`src/assert_macros.svh`:
```
`ifndef ASSERT_MACROS_SVH
`define ASSERT_MACROS_SVH

// Clocked assertion, off while reset is asserted.
`define ASSERT_CLK(lbl, prop, msg) \
	lbl: assert property (@(posedge clk) disable iff (!arst_n) prop) else $error(msg);

// Clocked implication, off while reset is asserted.
`define ASSERT_IMPL(lbl, ante, cons, msg) \
	`ASSERT_CLK(lbl, (ante) |-> (cons), msg)

`endif

```
`src/crcpf_pkg.sv`:
```
package crcpf_pkg;

	localparam int unsigned LEN_W       = 10;
	localparam int unsigned BYTE_W      = 8;
	localparam int unsigned CRC_W       = 16;
	localparam int unsigned CFG_IDX_W   = 1;
	localparam int unsigned CFG_DATA_W  = 8;

	localparam int unsigned MAX_PAYLOAD_DEF = 512;
	localparam int unsigned FIFO_DEPTH_DEF  = 4;

	localparam logic [CRC_W-1:0]  CRC_POLY     = 16'h1021;
	localparam logic [BYTE_W-1:0] START_RST    = 8'h02;
	localparam logic [BYTE_W-1:0] END_RST      = 8'h03;

	localparam logic [CFG_IDX_W-1:0] CFG_START_MARKER = 1'b0;
	localparam logic [CFG_IDX_W-1:0] CFG_END_MARKER   = 1'b1;

	typedef struct packed {
		logic [BYTE_W-1:0] payload_byte;
		logic [LEN_W-1:0]  packet_len;
	} item_t;

	typedef struct packed {
		logic [BYTE_W-1:0] frame_byte;
		logic              frame_end;
	} frame_t;

	typedef struct packed {
		logic              hdr;
		logic              pay;
		logic              trl;
		logic [LEN_W-1:0]  len;
		logic [BYTE_W-1:0] data;
		logic [CRC_W-1:0]  crc;
	} desc_t;

	function automatic logic [CRC_W-1:0] crc_feed(input logic [CRC_W-1:0] crc,
		input logic [BYTE_W-1:0] b);
		logic [CRC_W-1:0] c;
		c = crc ^ {b, 8'h00};
		for (int k = 0; k < 8; k++) begin
			c = c[CRC_W-1] ? ((c << 1) ^ CRC_POLY) : (c << 1);
		end
		return c;
	endfunction

endpackage

```
`src/crcpf_front.sv`:
```
module crcpf_front import crcpf_pkg::*; #(
	parameter int unsigned MAX_PAYLOAD = MAX_PAYLOAD_DEF
) (
	input  logic  clk,
	input  logic  arst_n,
	input  logic  item_valid,
	output logic  item_ready,
	input  item_t item,
	input  logic  q_full,
	output logic  q_push,
	output desc_t q_wdata
);

	logic [CRC_W-1:0] crc_q;
	logic [LEN_W-1:0] taken_q;
	logic [LEN_W-1:0] latched_q;

	logic             first;
	logic             empty;
	logic             last;
	logic [LEN_W-1:0] len_sat;
	logic [LEN_W-1:0] taken_nxt;
	logic [LEN_W-1:0] limit;
	logic [CRC_W-1:0] crc_nxt;

	assign item_ready = !q_full;
	assign q_push     = item_valid && item_ready;

	always_comb begin
		first = (taken_q == '0);
		if (32'(item.packet_len) > MAX_PAYLOAD) begin
			len_sat = LEN_W'(MAX_PAYLOAD);
		end else begin
			len_sat = item.packet_len;
		end
		empty     = first && (len_sat == '0);
		taken_nxt = first ? LEN_W'(1) : taken_q + LEN_W'(1);
		limit     = first ? len_sat : latched_q;
		last      = !empty && (taken_nxt >= limit);
		crc_nxt   = crc_feed(first ? '0 : crc_q, item.payload_byte);

		q_wdata.hdr  = first;
		q_wdata.pay  = !empty;
		q_wdata.trl  = empty || last;
		q_wdata.len  = len_sat;
		q_wdata.data = item.payload_byte;
		q_wdata.crc  = empty ? '0 : crc_nxt;
	end

	always_ff @(posedge clk or negedge arst_n) begin
		if (!arst_n) begin
			crc_q     <= '0;
			taken_q   <= '0;
			latched_q <= '0;
		end else if (q_push) begin
			if (empty || last) begin
				crc_q     <= '0;
				taken_q   <= '0;
				latched_q <= '0;
			end else begin
				crc_q     <= crc_nxt;
				taken_q   <= taken_nxt;
				latched_q <= limit;
			end
		end
	end

endmodule

```
`src/crcpf_fifo.sv`:
```
module crcpf_fifo import crcpf_pkg::*; #(
	parameter int unsigned DEPTH = FIFO_DEPTH_DEF
) (
	input  logic  clk,
	input  logic  arst_n,
	input  logic  push,
	input  desc_t wdata,
	output logic  full,
	input  logic  pop,
	output desc_t rdata,
	output logic  not_empty
);

	localparam int unsigned AW = (DEPTH > 1) ? $clog2(DEPTH) : 1;
	localparam int unsigned CW = $clog2(DEPTH + 1);

	desc_t         mem_q [DEPTH];
	logic [AW-1:0] wr_q;
	logic [AW-1:0] rd_q;
	logic [CW-1:0] cnt_q;

	assign full      = (cnt_q == CW'(DEPTH));
	assign not_empty = (cnt_q != '0);
	assign rdata     = mem_q[rd_q];

	always_ff @(posedge clk) begin
		if (push) begin
			mem_q[wr_q] <= wdata;
		end
	end

	always_ff @(posedge clk or negedge arst_n) begin
		if (!arst_n) begin
			wr_q  <= '0;
			rd_q  <= '0;
			cnt_q <= '0;
		end else begin
			if (push) begin
				wr_q <= (wr_q == AW'(DEPTH - 1)) ? '0 : wr_q + AW'(1);
			end
			if (pop) begin
				rd_q <= (rd_q == AW'(DEPTH - 1)) ? '0 : rd_q + AW'(1);
			end
			if (push && !pop) begin
				cnt_q <= cnt_q + CW'(1);
			end else if (pop && !push) begin
				cnt_q <= cnt_q - CW'(1);
			end
		end
	end

endmodule

```
`src/crcpf_back.sv`:
```
module crcpf_back import crcpf_pkg::*; (
	input  logic              clk,
	input  logic              arst_n,
	input  logic              q_valid,
	input  desc_t             q_rdata,
	output logic              q_pop,
	input  logic [BYTE_W-1:0] start_marker,
	input  logic [BYTE_W-1:0] end_marker,
	output logic              frame_valid,
	input  logic              frame_ready,
	output frame_t            frame
);

	localparam int unsigned NUM_STEPS = 7;

	typedef enum logic [2:0] {
		STEP_START,
		STEP_LEN_HI,
		STEP_LEN_LO,
		STEP_DATA,
		STEP_CRC_HI,
		STEP_CRC_LO,
		STEP_END
	} step_t;

	step_t                  step_q;
	logic                   out_valid_q;
	frame_t                 out_q;

	logic [NUM_STEPS-1:0]   mask;
	logic [NUM_STEPS-1:0]   avail;
	logic [NUM_STEPS-1:0]   rest;
	step_t                  pick;
	logic                   found;
	logic                   more;
	logic                   emit;
	frame_t                 nxt;

	always_comb begin
		mask  = {q_rdata.trl, q_rdata.trl, q_rdata.trl, q_rdata.pay,
			q_rdata.hdr, q_rdata.hdr, q_rdata.hdr};
		avail = mask & (7'h7F << step_q);
		pick  = STEP_START;
		found = 1'b0;
		for (int i = 0; i < NUM_STEPS; i++) begin
			if (avail[i] && !found) begin
				pick  = step_t'(3'(i));
				found = 1'b1;
			end
		end
		rest = avail & ~(7'b1 << pick);
		more = |rest;
		emit = q_valid && (!out_valid_q || frame_ready);

		nxt.frame_end = 1'b0;
		case (pick)
			STEP_START:  nxt.frame_byte = start_marker;
			STEP_LEN_HI: nxt.frame_byte = {6'b0, q_rdata.len[LEN_W-1:8]};
			STEP_LEN_LO: nxt.frame_byte = q_rdata.len[7:0];
			STEP_DATA:   nxt.frame_byte = q_rdata.data;
			STEP_CRC_HI: nxt.frame_byte = q_rdata.crc[15:8];
			STEP_CRC_LO: nxt.frame_byte = q_rdata.crc[7:0];
			STEP_END: begin
				nxt.frame_byte = end_marker;
				nxt.frame_end  = 1'b1;
			end
			default:     nxt.frame_byte = '0;
		endcase
	end

	assign q_pop       = emit && !more;
	assign frame_valid = out_valid_q;
	assign frame       = out_q;

	always_ff @(posedge clk or negedge arst_n) begin
		if (!arst_n) begin
			step_q      <= STEP_START;
			out_valid_q <= 1'b0;
			out_q       <= '0;
		end else if (emit) begin
			out_valid_q <= 1'b1;
			out_q       <= nxt;
			step_q      <= more ? step_t'(pick + 3'd1) : STEP_START;
		end else if (frame_ready) begin
			out_valid_q <= 1'b0;
		end
	end

endmodule

```
`src/crc16_packet_framer.sv`:
```
// Packet framer with CRC-16 trailer.
// Item channel (item_valid/item_ready/item): one payload byte per transaction
// together with the packet length, which is taken from the first byte only.
// Frame channel (frame_valid/frame_ready/frame): one framed byte per
// transaction; frame_end marks the end marker.
// Frame: start marker, 16-bit length (big-endian), payload, CRC-16 (big-endian,
// poly 0x1021, init 0), end marker. A length of zero yields an empty frame.
// cfg_we/cfg_index/cfg_wdata write the start (0) and end (1) markers.
// The first byte caused by a transaction passes the descriptor queue and then
// the output register, which emits one byte per cycle while work is queued and
// the receiver accepts; a packet's first byte adds start marker and length, its
// last byte CRC and end marker. The descriptor queue lets input run ahead by up
// to FIFO_DEPTH transactions while the output drains header or trailer bytes.
// Reset clears the queue, the running CRC and counters and restores the markers.
// A stalled receiver holds the current byte; the queue then fills and
// item_ready drops.
`include "assert_macros.svh"

module crc16_packet_framer import crcpf_pkg::*; #(
	parameter int unsigned MAX_PAYLOAD = MAX_PAYLOAD_DEF,
	parameter int unsigned FIFO_DEPTH  = FIFO_DEPTH_DEF
) (
	input  logic                  clk,
	input  logic                  arst_n,
	input  logic                  item_valid,
	output logic                  item_ready,
	input  item_t                 item,
	output logic                  frame_valid,
	input  logic                  frame_ready,
	output frame_t                frame,
	input  logic                  cfg_we,
	input  logic [CFG_IDX_W-1:0]  cfg_index,
	input  logic [CFG_DATA_W-1:0] cfg_wdata
);

	logic [BYTE_W-1:0] start_marker_q;
	logic [BYTE_W-1:0] end_marker_q;

	logic  q_full;
	logic  q_push;
	logic  q_pop;
	logic  q_valid;
	desc_t q_wdata;
	desc_t q_rdata;

	always_ff @(posedge clk or negedge arst_n) begin
		if (!arst_n) begin
			start_marker_q <= START_RST;
			end_marker_q   <= END_RST;
		end else if (cfg_we) begin
			case (cfg_index)
				CFG_START_MARKER: start_marker_q <= cfg_wdata;
				CFG_END_MARKER:   end_marker_q   <= cfg_wdata;
				default:          ;
			endcase
		end
	end

	crcpf_front #(
		.MAX_PAYLOAD(MAX_PAYLOAD)
	) u_front (
		.clk       (clk),
		.arst_n    (arst_n),
		.item_valid(item_valid),
		.item_ready(item_ready),
		.item      (item),
		.q_full    (q_full),
		.q_push    (q_push),
		.q_wdata   (q_wdata)
	);

	crcpf_fifo #(
		.DEPTH(FIFO_DEPTH)
	) u_fifo (
		.clk      (clk),
		.arst_n   (arst_n),
		.push     (q_push),
		.wdata    (q_wdata),
		.full     (q_full),
		.pop      (q_pop),
		.rdata    (q_rdata),
		.not_empty(q_valid)
	);

	crcpf_back u_back (
		.clk         (clk),
		.arst_n      (arst_n),
		.q_valid     (q_valid),
		.q_rdata     (q_rdata),
		.q_pop       (q_pop),
		.start_marker(start_marker_q),
		.end_marker  (end_marker_q),
		.frame_valid (frame_valid),
		.frame_ready (frame_ready),
		.frame       (frame)
	);

	`ASSERT_CLK(a_out_from_queue, $rose(frame_valid) |-> $past(q_valid), "output without queued work")
	`ASSERT_IMPL(a_end_marker, frame_valid && frame.frame_end, frame.frame_byte == end_marker_q, "end byte differs from end marker")
	`ASSERT_IMPL(a_pop_nonempty, q_pop, q_valid, "queue popped while empty")

endmodule
```
`config.mk`:
```
export PLATFORM = sky130hd
export DESIGN_NAME = crc16_packet_framer
export DESIGN_NICKNAME = d
export VERILOG_FILES = /design/src/crcpf_pkg.sv /design/src/crcpf_front.sv /design/src/crcpf_fifo.sv /design/src/crcpf_back.sv /design/src/crc16_packet_framer.sv
export VERILOG_INCLUDE_DIRS = /design/src /design/src/src
export SDC_FILE = /design/constraint.sdc
export NUM_CORES = 1
export LEC_CHECK = 0
export ABC_AREA = 1
export BUFFER_PORTS_ARGS = -buffer_cell sky130_fd_sc_hd__buf_2
export CAP_MARGIN = 30
export CORE_MARGIN = 2
export CORE_UTILIZATION = 40
export CTS_CLUSTER_DIAMETER = 80
export DETAILED_ROUTE_END_ITERATION = 8
export GPL_TIMING_DRIVEN = 0
export PLACE_DENSITY = 0.67
export RECOVER_POWER = 100
export SLEW_MARGIN = 15
export SYNTH_ARGS = -nofsm -noshare
export SYNTH_HDL_FRONTEND = slang
export SYNTH_SLANG_ARGS = --single-unit
```
`constraint.sdc`:
```
create_clock -name clk -period 7.6 [get_ports clk]
set_input_delay 0.76 -clock clk [delete_from_list [all_inputs] [get_ports clk]]
set_output_delay 0.76 -clock clk [all_outputs]
set_load 0.005 [all_outputs]
```
* Word-level counts from Yosys, hierarchy flattened
Memories as Yosys holds them, arrays and structs flattened. Cells that the tools add are included.
Word-level totals: bits of input ports 32, memories 1, RAM bits 148, bits in registers 72, output and inout port bits 11
Memory list:
- u_fifo.mem_q | words 4, bits a word 37, read ports 1, clocked after memory_dff 0, write ports 1, RTL line crcpf_fifo.sv:17 | desc_t mem_q [DEPTH];
Cells by class: add/sub/neg operators 6, bitwise operators 13, mux-type cells 39, equality and inequality tests 9, shift operators 2, magnitude comparators 2, reductions and logical operators 36
Operators with widths (number):
- 13-bit 2-to-1 mux | 8
- 8-bit case mux with 7 select lines | 1
- 10-bit 2-to-1 mux | 5
- 16-bit 2-to-1 mux | 3
- 3-bit 2-to-1 mux | 8
- 3-bit NOT | 8
- 10-bit zero test | 2
- 16-bit bitwise XOR | 1
- 7-bit bitwise AND | 2
- 1-bit logical AND | 13
- 3-bit == test (second input constant) | 4
- 1-bit zero test | 12
- 1-bit 2-to-1 mux | 12
- 10-bit by 1-bit adder with 10-bit output (second input constant) | 1
- 10-bit greater-or-equal comparator | 1
- 10-bit > comparator (second input constant) | 1
- 7-bit NOT | 1
- 7-bit OR reduction | 1
- 1-bit by 3-bit left shift with 7-bit output (first input constant) | 1
- 7-bit by 3-bit left shift with 7-bit output (first input constant) | 1
- 3-bit by 1-bit adder with 3-bit output (second input constant) | 2
- 3-bit by 2-bit == test with 1-bit output (second input constant) | 2
- 2-bit by 1-bit adder with 2-bit output (second input constant) | 2
- 2-bit == test (second input constant) | 2
- 9 further kinds | 13

* Logic depth before layout (Yosys ltp)
Gate-level depths: netlist (run 1).
word-level depth 30, gate-level depth with buffers 23, depth with buffers taken out 21

* By module
Synthesis (run 1) repeated with hierarchy kept, for this count alone.
Unflattened totals: cells, all modules 1272, area, all modules 11367.2 sq um
By module, submodules not included:
- crcpf_fifo | sequential area each 4619.4 sq um, cells an instance 484, times used 1, area each 6332.3 sq um
- crcpf_front | sequential area each 900.9 sq um, cells an instance 493, times used 1, area each 3059.2 sq um
- crcpf_back | sequential area each 325.3 sq um, cells an instance 225, times used 1, area each 1308.8 sq um
- crc16_packet_framer | sequential area each 404.1 sq um, cells an instance 70, times used 1, area each 666.9 sq um

* Worst setup path before layout (run 1)
OpenSTA, ideal clock, no wires.
kind flip-flop to flip-flop, start point register u_fifo.rd_q[0], end point register u_fifo.cnt_q[2], path buffers 2, period minus slack after synthesis 3.285 ns, slack 4.315 ns, setup time 0.131 ns, arrival 3.154 ns, cell stages (with the launch flop) 24, path through dfrtp_1 > inv_2 > buf_6 > nand2_1 > nand3_1 > nand2_1 > nand2_1 > nand2_1 > nor3b_1 > a211oi_1 > inv_1 > ha_1 > clkbuf_1 > nand3_1 > nand2_1 > nand2_1 > nor2_2 > nand3_2 > ha_1 > inv_1 > fa_1 > a21oi_1 > o21ai_0 > xor2_1
Between the ends: longest elaborated chain between the ends 30, elaborated cells on any way between the ends 37, those cells by class 1 x shift; 13 x mux; 3 x bitwise; 19 x reduce/logical; 1 x memory
RTL lines:
- start, declared | RTL line crcpf_fifo.sv:19 | logic [AW-1:0] rd_q;
- start signal, assigned | RTL line crcpf_fifo.sv:42 | rd_q <= (rd_q == AW'(DEPTH - 1)) ? '0 : rd_q + AW'(1);
- memory read 4 x 37 bit *
- 7-bit bitwise AND * | RTL line crcpf_back.sv:42 | avail = mask & (7'h7F << step_q);
- 1-bit 2-to-1 mux | RTL line crcpf_back.sv:46 | if (avail[i] && !found) begin
- 1-bit zero test | RTL line crcpf_back.sv:46
- 1-bit logical AND | RTL line crcpf_back.sv:46
- 1-bit 2-to-1 mux | RTL line crcpf_back.sv:46
- 1-bit zero test | RTL line crcpf_back.sv:46
- 1-bit logical AND | RTL line crcpf_back.sv:46
- [14 not listed]
- 7-bit NOT | RTL line crcpf_back.sv:51 | rest = avail & ~(7'b1 << pick);
- 7-bit bitwise AND * | RTL line crcpf_back.sv:51
- 7-bit OR reduction * | RTL line crcpf_back.sv:52 | more = |rest;
- 1-bit zero test * | RTL line crcpf_back.sv:71 | assign q_pop = emit && !more;
- 1-bit logical AND * | RTL line crcpf_back.sv:71
- 1-bit zero test | RTL line crcpf_fifo.sv:44 | if (push && !pop) begin
- 1-bit logical AND | RTL line crcpf_fifo.sv:44
- 3-bit 2-to-1 mux or 2-bit nonzero test (tied branches)
- end signal, assigned | RTL line crcpf_fifo.sv:45 | cnt_q <= cnt_q + CW'(1);
- end signal, assigned | RTL line crcpf_fifo.sv:47 | cnt_q <= cnt_q - CW'(1);
- end, declared | RTL line crcpf_fifo.sv:20 | logic [CW-1:0] cnt_q;
Every way passes the cells marked *; elsewhere a longest branch is shown, timed or not. A chain may end at the register's enable or synchronous reset.

==> flow_summary.toml, run 1 <==
[status]
status = "finished with violations"
violations = "capacitance limit, slew limit"

[cts]
ctsHoldBuffers = 0
clk_pin_slew_worst_paths_ps = 60
cts_tree = "done"
cts_resized = 0
cts_setup_buffers = 0
htree_levels = 1
clock_sinks = 220
cts-buffers-inserted = 24
cts_buffer_depth = 3
cts_root_buf = "clkbuf_16"
clock_latency_ps = 520

[logic_synthesis]
synth_nets = 1178
ys_seq_area_frac = 0.5968
syn_area_sq_um = 10470
synth_top_area_cell = "edfxtp_1"
synth-edff-count = 148
netlist-cell-type-count = 39
synth_flop_cell = "edfxtp_1"
yosysWarnings = 0
synth_async_sr_flop_share = 0.3273
netlist_instances = 1123
synth_top_area_share = 0.4244
synth_area_leaders = "edfxtp_1 42%, dfrtp_1 16%, nand2_1 10%, o21ai_0 6.0%, nor2_1 4.9%"
syn_avg_cell_area_sq_um = 9.326
ys_ff_latch = 220

[routing]
totalWireLength_microns = 26490
drc_errors = 0
wl_per_cell_microns = 17.10
vias = 8067
vias_per_cell = 5.208
first_pass_iters = 7
antenna_left = 0
drtIter0Drc = 787

[timing]
fin_setup_tns_ps = 0
finalHoldViolCount = 0
slew_viol_final = 137
final-setup-viol-count = 0
fmax_mhz = 227.1
max_slew_margin = -0.6845
tightest_slew_ps = 2527
finalCritPeriodShare = 0.5795
min_period_ps = 4404
clock_skew_ps = 8.905
rsz0062_at_grt = "false"
layout_setup_ws_ps = 3196

[floorplan]
start_util = 0.4042
rows = 59
io-pin-count = 43
fp.dieArea_sq_um = 27490
core_sq_um = 25910
die_y_microns = 165.8
die_w_microns = 165.8

[global_routing]
antenna_found_initial = 0
grt_overflow_total = 0
first_global_vias = 7799
grt_pass1_wl_microns = 41970
track_usage = 0.1925
grt_start_max_net_pins = 42

[final_layout]
drive_gt1_frac = 0.07084
utilization = 0.4581
fin_area_sq_um = 11870
final_cells = 1549
final_cell_mix = "286 x nand2_1, 148 x edfxtp_1, 138 x nor2_1"
areaGrowthSynthToFinish_pct = 13.34
final_common_cell = "nand2_1"
diodes = 0
nets = 1251

[min_path]
hp-class = "input pin to register"

[setup_path]
worstPathRequired_ps = 7940
reg2reg_slack_ps = 3200
worstPathArrival_ps = 4740
cp-end-kind = "register"
startpoint_type = "register"
criticalPathCategory = "register to register"
crit_path_max_fanout = 13

[place]
placed_area_sq_um = 11260
pre_cts_ws_ps = 3642
dp_cells = 1505
gp_congestion = 0.8995
dp_hpwl_microns = 18480
io_buffers = 42

[power]
vdd_drop_max_v = 0.0002635
p_per_area_nw_per_um2 = 511.0
power_leakage_nw = 5.049

[job]
drv_cap = 6
power by group:
part	internal [mW]	switching [mW]	total, mW
Combinational	0.785	2.12	2.91
Sequential	1.85	0.141	1.99
Clock	0.694	0.467	1.16
Total	3.33	2.73	6.07
routing by layer:
layer,routed length (microns),vias to the layer above,global-route usage,share of wire
met1,11770,3808,0.2723,0.44
met3,1946,50,0.03170,0.073
li1,-,3910,-,-
met4,660,0,0.04991,0.025
met2,12110,299,0.3108,0.46
met5,0,-,0,0
synthesized netlist by cell type (all sizes together), types with 2 or more instances:
cell type and count:
nand2 290, edfxtp 148, nor2 141, o21ai 126, inv 109, dfrtp 69
nand3 65, o22ai 45, clkbuf 37, ha 22, buf 13, a21oi 12
xor2 12, nand4 7, nand3b 5, dfstp 3, nor3 3, nor4 3
xnor2 3, o41ai 2
registers in the layout, indices dropped and copies added (netlist names), 2 cells and up:
register / count
end_marker_q: 8
start_marker_q: 8
u_fifo.rd_q: 2
u_front.taken_q: 10
u_fifo.wr_q: 2
u_back.frame: 9
u_front.latched_q: 10
u_back.step_q: 3
u_fifo.mem_q: 148
u_fifo.cnt_q: 3
u_front.crc_q: 16
cell type report:
type                            instances  area, sq um
Buffer                                 50        201.4
Clock buffer                           36        760.7
Clock inverter                          8        48.80
Fill cell                            2425        14040
Inverter                              110        412.9
Multi-Input combinational cell        743         3568
Sequential cell                       220         6250
Tap cell                              335        419.2
Timing Repair Buffer                   47        209.0
kinds of logic after synthesis:
kind of cell,Yosys count,share of synthesized area
compound gates,189,0.09737
buf+inv,160,0.06105
fa+ha+maj,23,0.02820
simple gates,516,0.2041
flops,220,0.5968
xor+xnor,15,0.01255
critical path, stage by stage, from the launching register on:
cell and delay, ps:
dfrtp_1 380, inv_1 100, ha_1 240, inv_1 60, nor2_1 30, nand2_1 60
nor2_1 40, nand2_1 200, clkbuf_1 430, clkbuf_1 460, nand2_1 80, o21ai_0 120
inv_1 90, ha_1 280, nand2_1 80, nor2_1 150, o211ai_1 110, o2111ai_1 100
nor2_1 60, nand2_1 310, clkbuf_1 660, o22ai_1 180
worst paths after layout:
path / cells after the start / start / to
max: 21 / u_front.taken_q[0] / u_front.taken_q[6]
min reg2reg: 2 / u_back.frame[7] / u_back.frame[7]
max in group asynchronous: 2 / arst_n / u_front.crc_q[6]
min in group asynchronous: 1 / arst_n / u_back.step_q[2]
max reg2reg: 21 / u_front.taken_q[0] / u_front.taken_q[6]
min: 2 / frame_ready / u_back.frame_valid
through the flow:
| step | power, mW | hold slack (ps) |
|---|---|---|
| 4_1_cts | 6.137 | 188.5 |
| 3_3_place_gp | 4.864 | 458.8 |
| 5_1_grt | 6.552 | 433.1 |
| 3_5_place_dp | 4.956 | 459.7 |
| 6_report | 6.065 | 438.5 |
| 2_1_floorplan | 3.969 | 443.7 |
Power figures use the tool's default switching activity.
==> run 2: changes to the inputs <==
clock period = 4.6 ns   (was 7.6 ns; I/O delays follow)
==> run 2 against run 1 <==
The flow still finishes with violations (capacitance limit, slew limit). Worst hold slack got worse by 300 ps. Utilization rose by 0.15 points. Combinational power rose by 67%. Clock power rose by 66%. First-iteration DRC count rose by 8.8%. Via count barely moved. Setup slack got worse by 2700 ps. Highest routed layer unchanged. Register-to-register slack got worse by 2700 ps. Global-route usage did not move.
==> flow_summary.toml, run 2 (synthesized netlist as in run 1, its figures left out) <==
[status]
status = "finished with violations"
violations = "capacitance limit, slew limit"

[cts]
clock_sinks = 220
cts-buffers-inserted = 24
cts_root_buf = "clkbuf_16"
clk_pin_slew_worst_paths_ps = 60
cts_buffer_depth = 3
cts_resized = 0
cts_tree = "done"
htree_levels = 1
cts_setup_buffers = 0
clock_latency_ps = 520

[timing]
finalCritPeriodShare = 0.8882
fin_setup_tns_ps = 0
min_period_ps = 4086
rsz0062_at_grt = "false"
final-setup-viol-count = 0
clock_skew_ps = 10.79
finalHoldViolCount = 0
slew_viol_final = 154
max_slew_margin = -0.3826
fmax_mhz = 244.8
tightest_slew_ps = 2074

[final_layout]
num-fill-cells = 2417
final_cells = 1550
regMostFlops = "u_fifo.mem_q"
diodes = 0
utilization = 0.4597
largest_reg_flops = 148
nets = 1252
multi_input_area_sq_um = 3573
drive_gt1_frac = 0.07490
top_regs = "u_fifo.mem_q (148), u_front.crc_q (16)"
final_common_cell = "nand2_1"
seq_area_sq_um = 6250
final_cell_mix = "286 x nand2_1, 148 x edfxtp_1, 138 x nor2_1"
areaGrowthSynthToFinish_pct = 13.73

[floorplan]
io-pin-count = 43
core_sq_um = 25910
start_util = 0.4042
die_y_microns = 165.8
rows = 59
fp.dieArea_sq_um = 27490
die_w_microns = 165.8

[global_routing]
track_usage = 0.1925
antenna_found_initial = 0
grt_start_max_net_pins = 42
grt_overflow_total = 0
grt_pass1_wl_microns = 41970
first_global_vias = 7805

[job]
drv_cap = 6

[setup_path]
crit_path_max_fanout = 22
cp-end-kind = "register"
path_buf_inv = 3
crit_family = "simple AND/OR/NAND/NOR gates"
startpoint_type = "register"
crit_top_cell = "clkbuf_1"
criticalPathCategory = "register to register"
cpPeakStageDelay_ps = 1590
cp_slowest_cell = "nor2_1"
worstPathRequired_ps = 4740
worstPathArrival_ps = 4220
path_cells = "inv_1, nand3_1, nand2_1, clkbuf_1, nor2_1, clkbuf_1"

[power]
intPower_mw = 5.538
seq_power_share = 0.327
p_per_area_nw_per_um2 = 845.6
power_leakage_nw = 5.079
clkPwrFrac = 0.191
vdd_drop_max_v = 0.0004500
switching_share = 0.4501
p_sw_mw = 4.534
pwr-share-comb = 0.482

[routing]
wl_per_cell_microns = 17.14
antenna_left = 0
drtIter0Drc = 856
drc_errors = 0
vias_per_cell = 5.204
totalWireLength_microns = 26570
first_pass_iters = 6
vias = 8066

[place]
gp_congestion = 0.8995
dp_hpwl_microns = 18480
io_buffers = 42
dp_cells = 1505

[min_path]
hp-class = "input pin to register"
==> run 2: cell count changes in the layout (fill, tap and decap cells not counted) <==
cell	change
buf_6	+2
dlymetal6s4s_1	+1
buf_2	+1
nand3_1	-1
clkbuf_1	-4
nand3_2	+1
inv_2	+1
inv_1	-1
dlygate4sd3_1	+1
==> run 2: worst register-to-register path, cell delays in order, from the launching register on <==
cell and delay [ps]:
dfrtp_1 380, inv_1 80, nand3_1 280, nand2_1 150
clkbuf_1 320, nor2_1 1590, clkbuf_1 880
==> run 2: worst paths after layout <==
kind,startpoint,end,cells past startpoint,slack (ps)
max,u_fifo.cnt_q[1],u_fifo.mem_q[0][6],6,510
min,frame_ready,u_back.frame_valid,2,140
max reg2reg,u_fifo.cnt_q[1],u_fifo.mem_q[0][6],6,510
min reg2reg,u_back.frame[7],u_back.frame[7],2,470
max in group asynchronous,arst_n,u_front.crc_q[6],3,870
min in group asynchronous,arst_n,u_back.step_q[2],2,910
==> run 2: area by class of cell <==
cell class / instances / area share
plain buffers: 50 / 0.01828
clock buffers: 36 / 0.06387
clock inverters: 8 / 0.004097
inverters: 110 / 0.03467
multi-input cells: 743 / 0.3000
flip-flops and latches: 220 / 0.5247
well taps: 335 / 0.03519
repair buffers: 48 / 0.01912
==> run 2: stage by stage <==
stage          hold WS [ps]  power (mW)  setup WS [ps]  instance area (sq um)
2_1_floorplan         164.4       6.558           1315                  10470
3_3_place_gp          458.8       8.036          123.0                  11100
3_5_place_dp          430.8       8.189          701.7                  11260
4_1_cts               123.3       10.14          699.8                  12080
5_1_grt               133.1       10.86          153.2                  11910
6_report              135.7       10.07          514.2                  11910
==> run 2: power by group through the flow <==
stage	Combinational (mW)	Sequential [mW]	Clock, mW
5_1_grt	5.48	3.36	2.02
3_3_place_gp	4.71	3.33	0
6_report	4.85	3.30	1.92
2_1_floorplan	3.28	3.27	0
4_1_cts	4.91	3.28	1.95
3_5_place_dp	4.88	3.31	0
==> run 2: timing repair <==
item / in CTS / in global routing
hold endpoints to repair: 28 / 0
hold buffers: 1 / 0
endpoints found under the setup margin: 0 / 0
==> run 2: metal layers <==
layer | vias to the layer above | part of all wire | GRT usage
li1 | 3920 | - | -
met1 | 3819 | 0.45 | 0.2723
met2 | 280 | 0.46 | 0.3108
met3 | 47 | 0.071 | 0.03170
met4 | 0 | 0.024 | 0.04991
met5 | - | 0 | 0
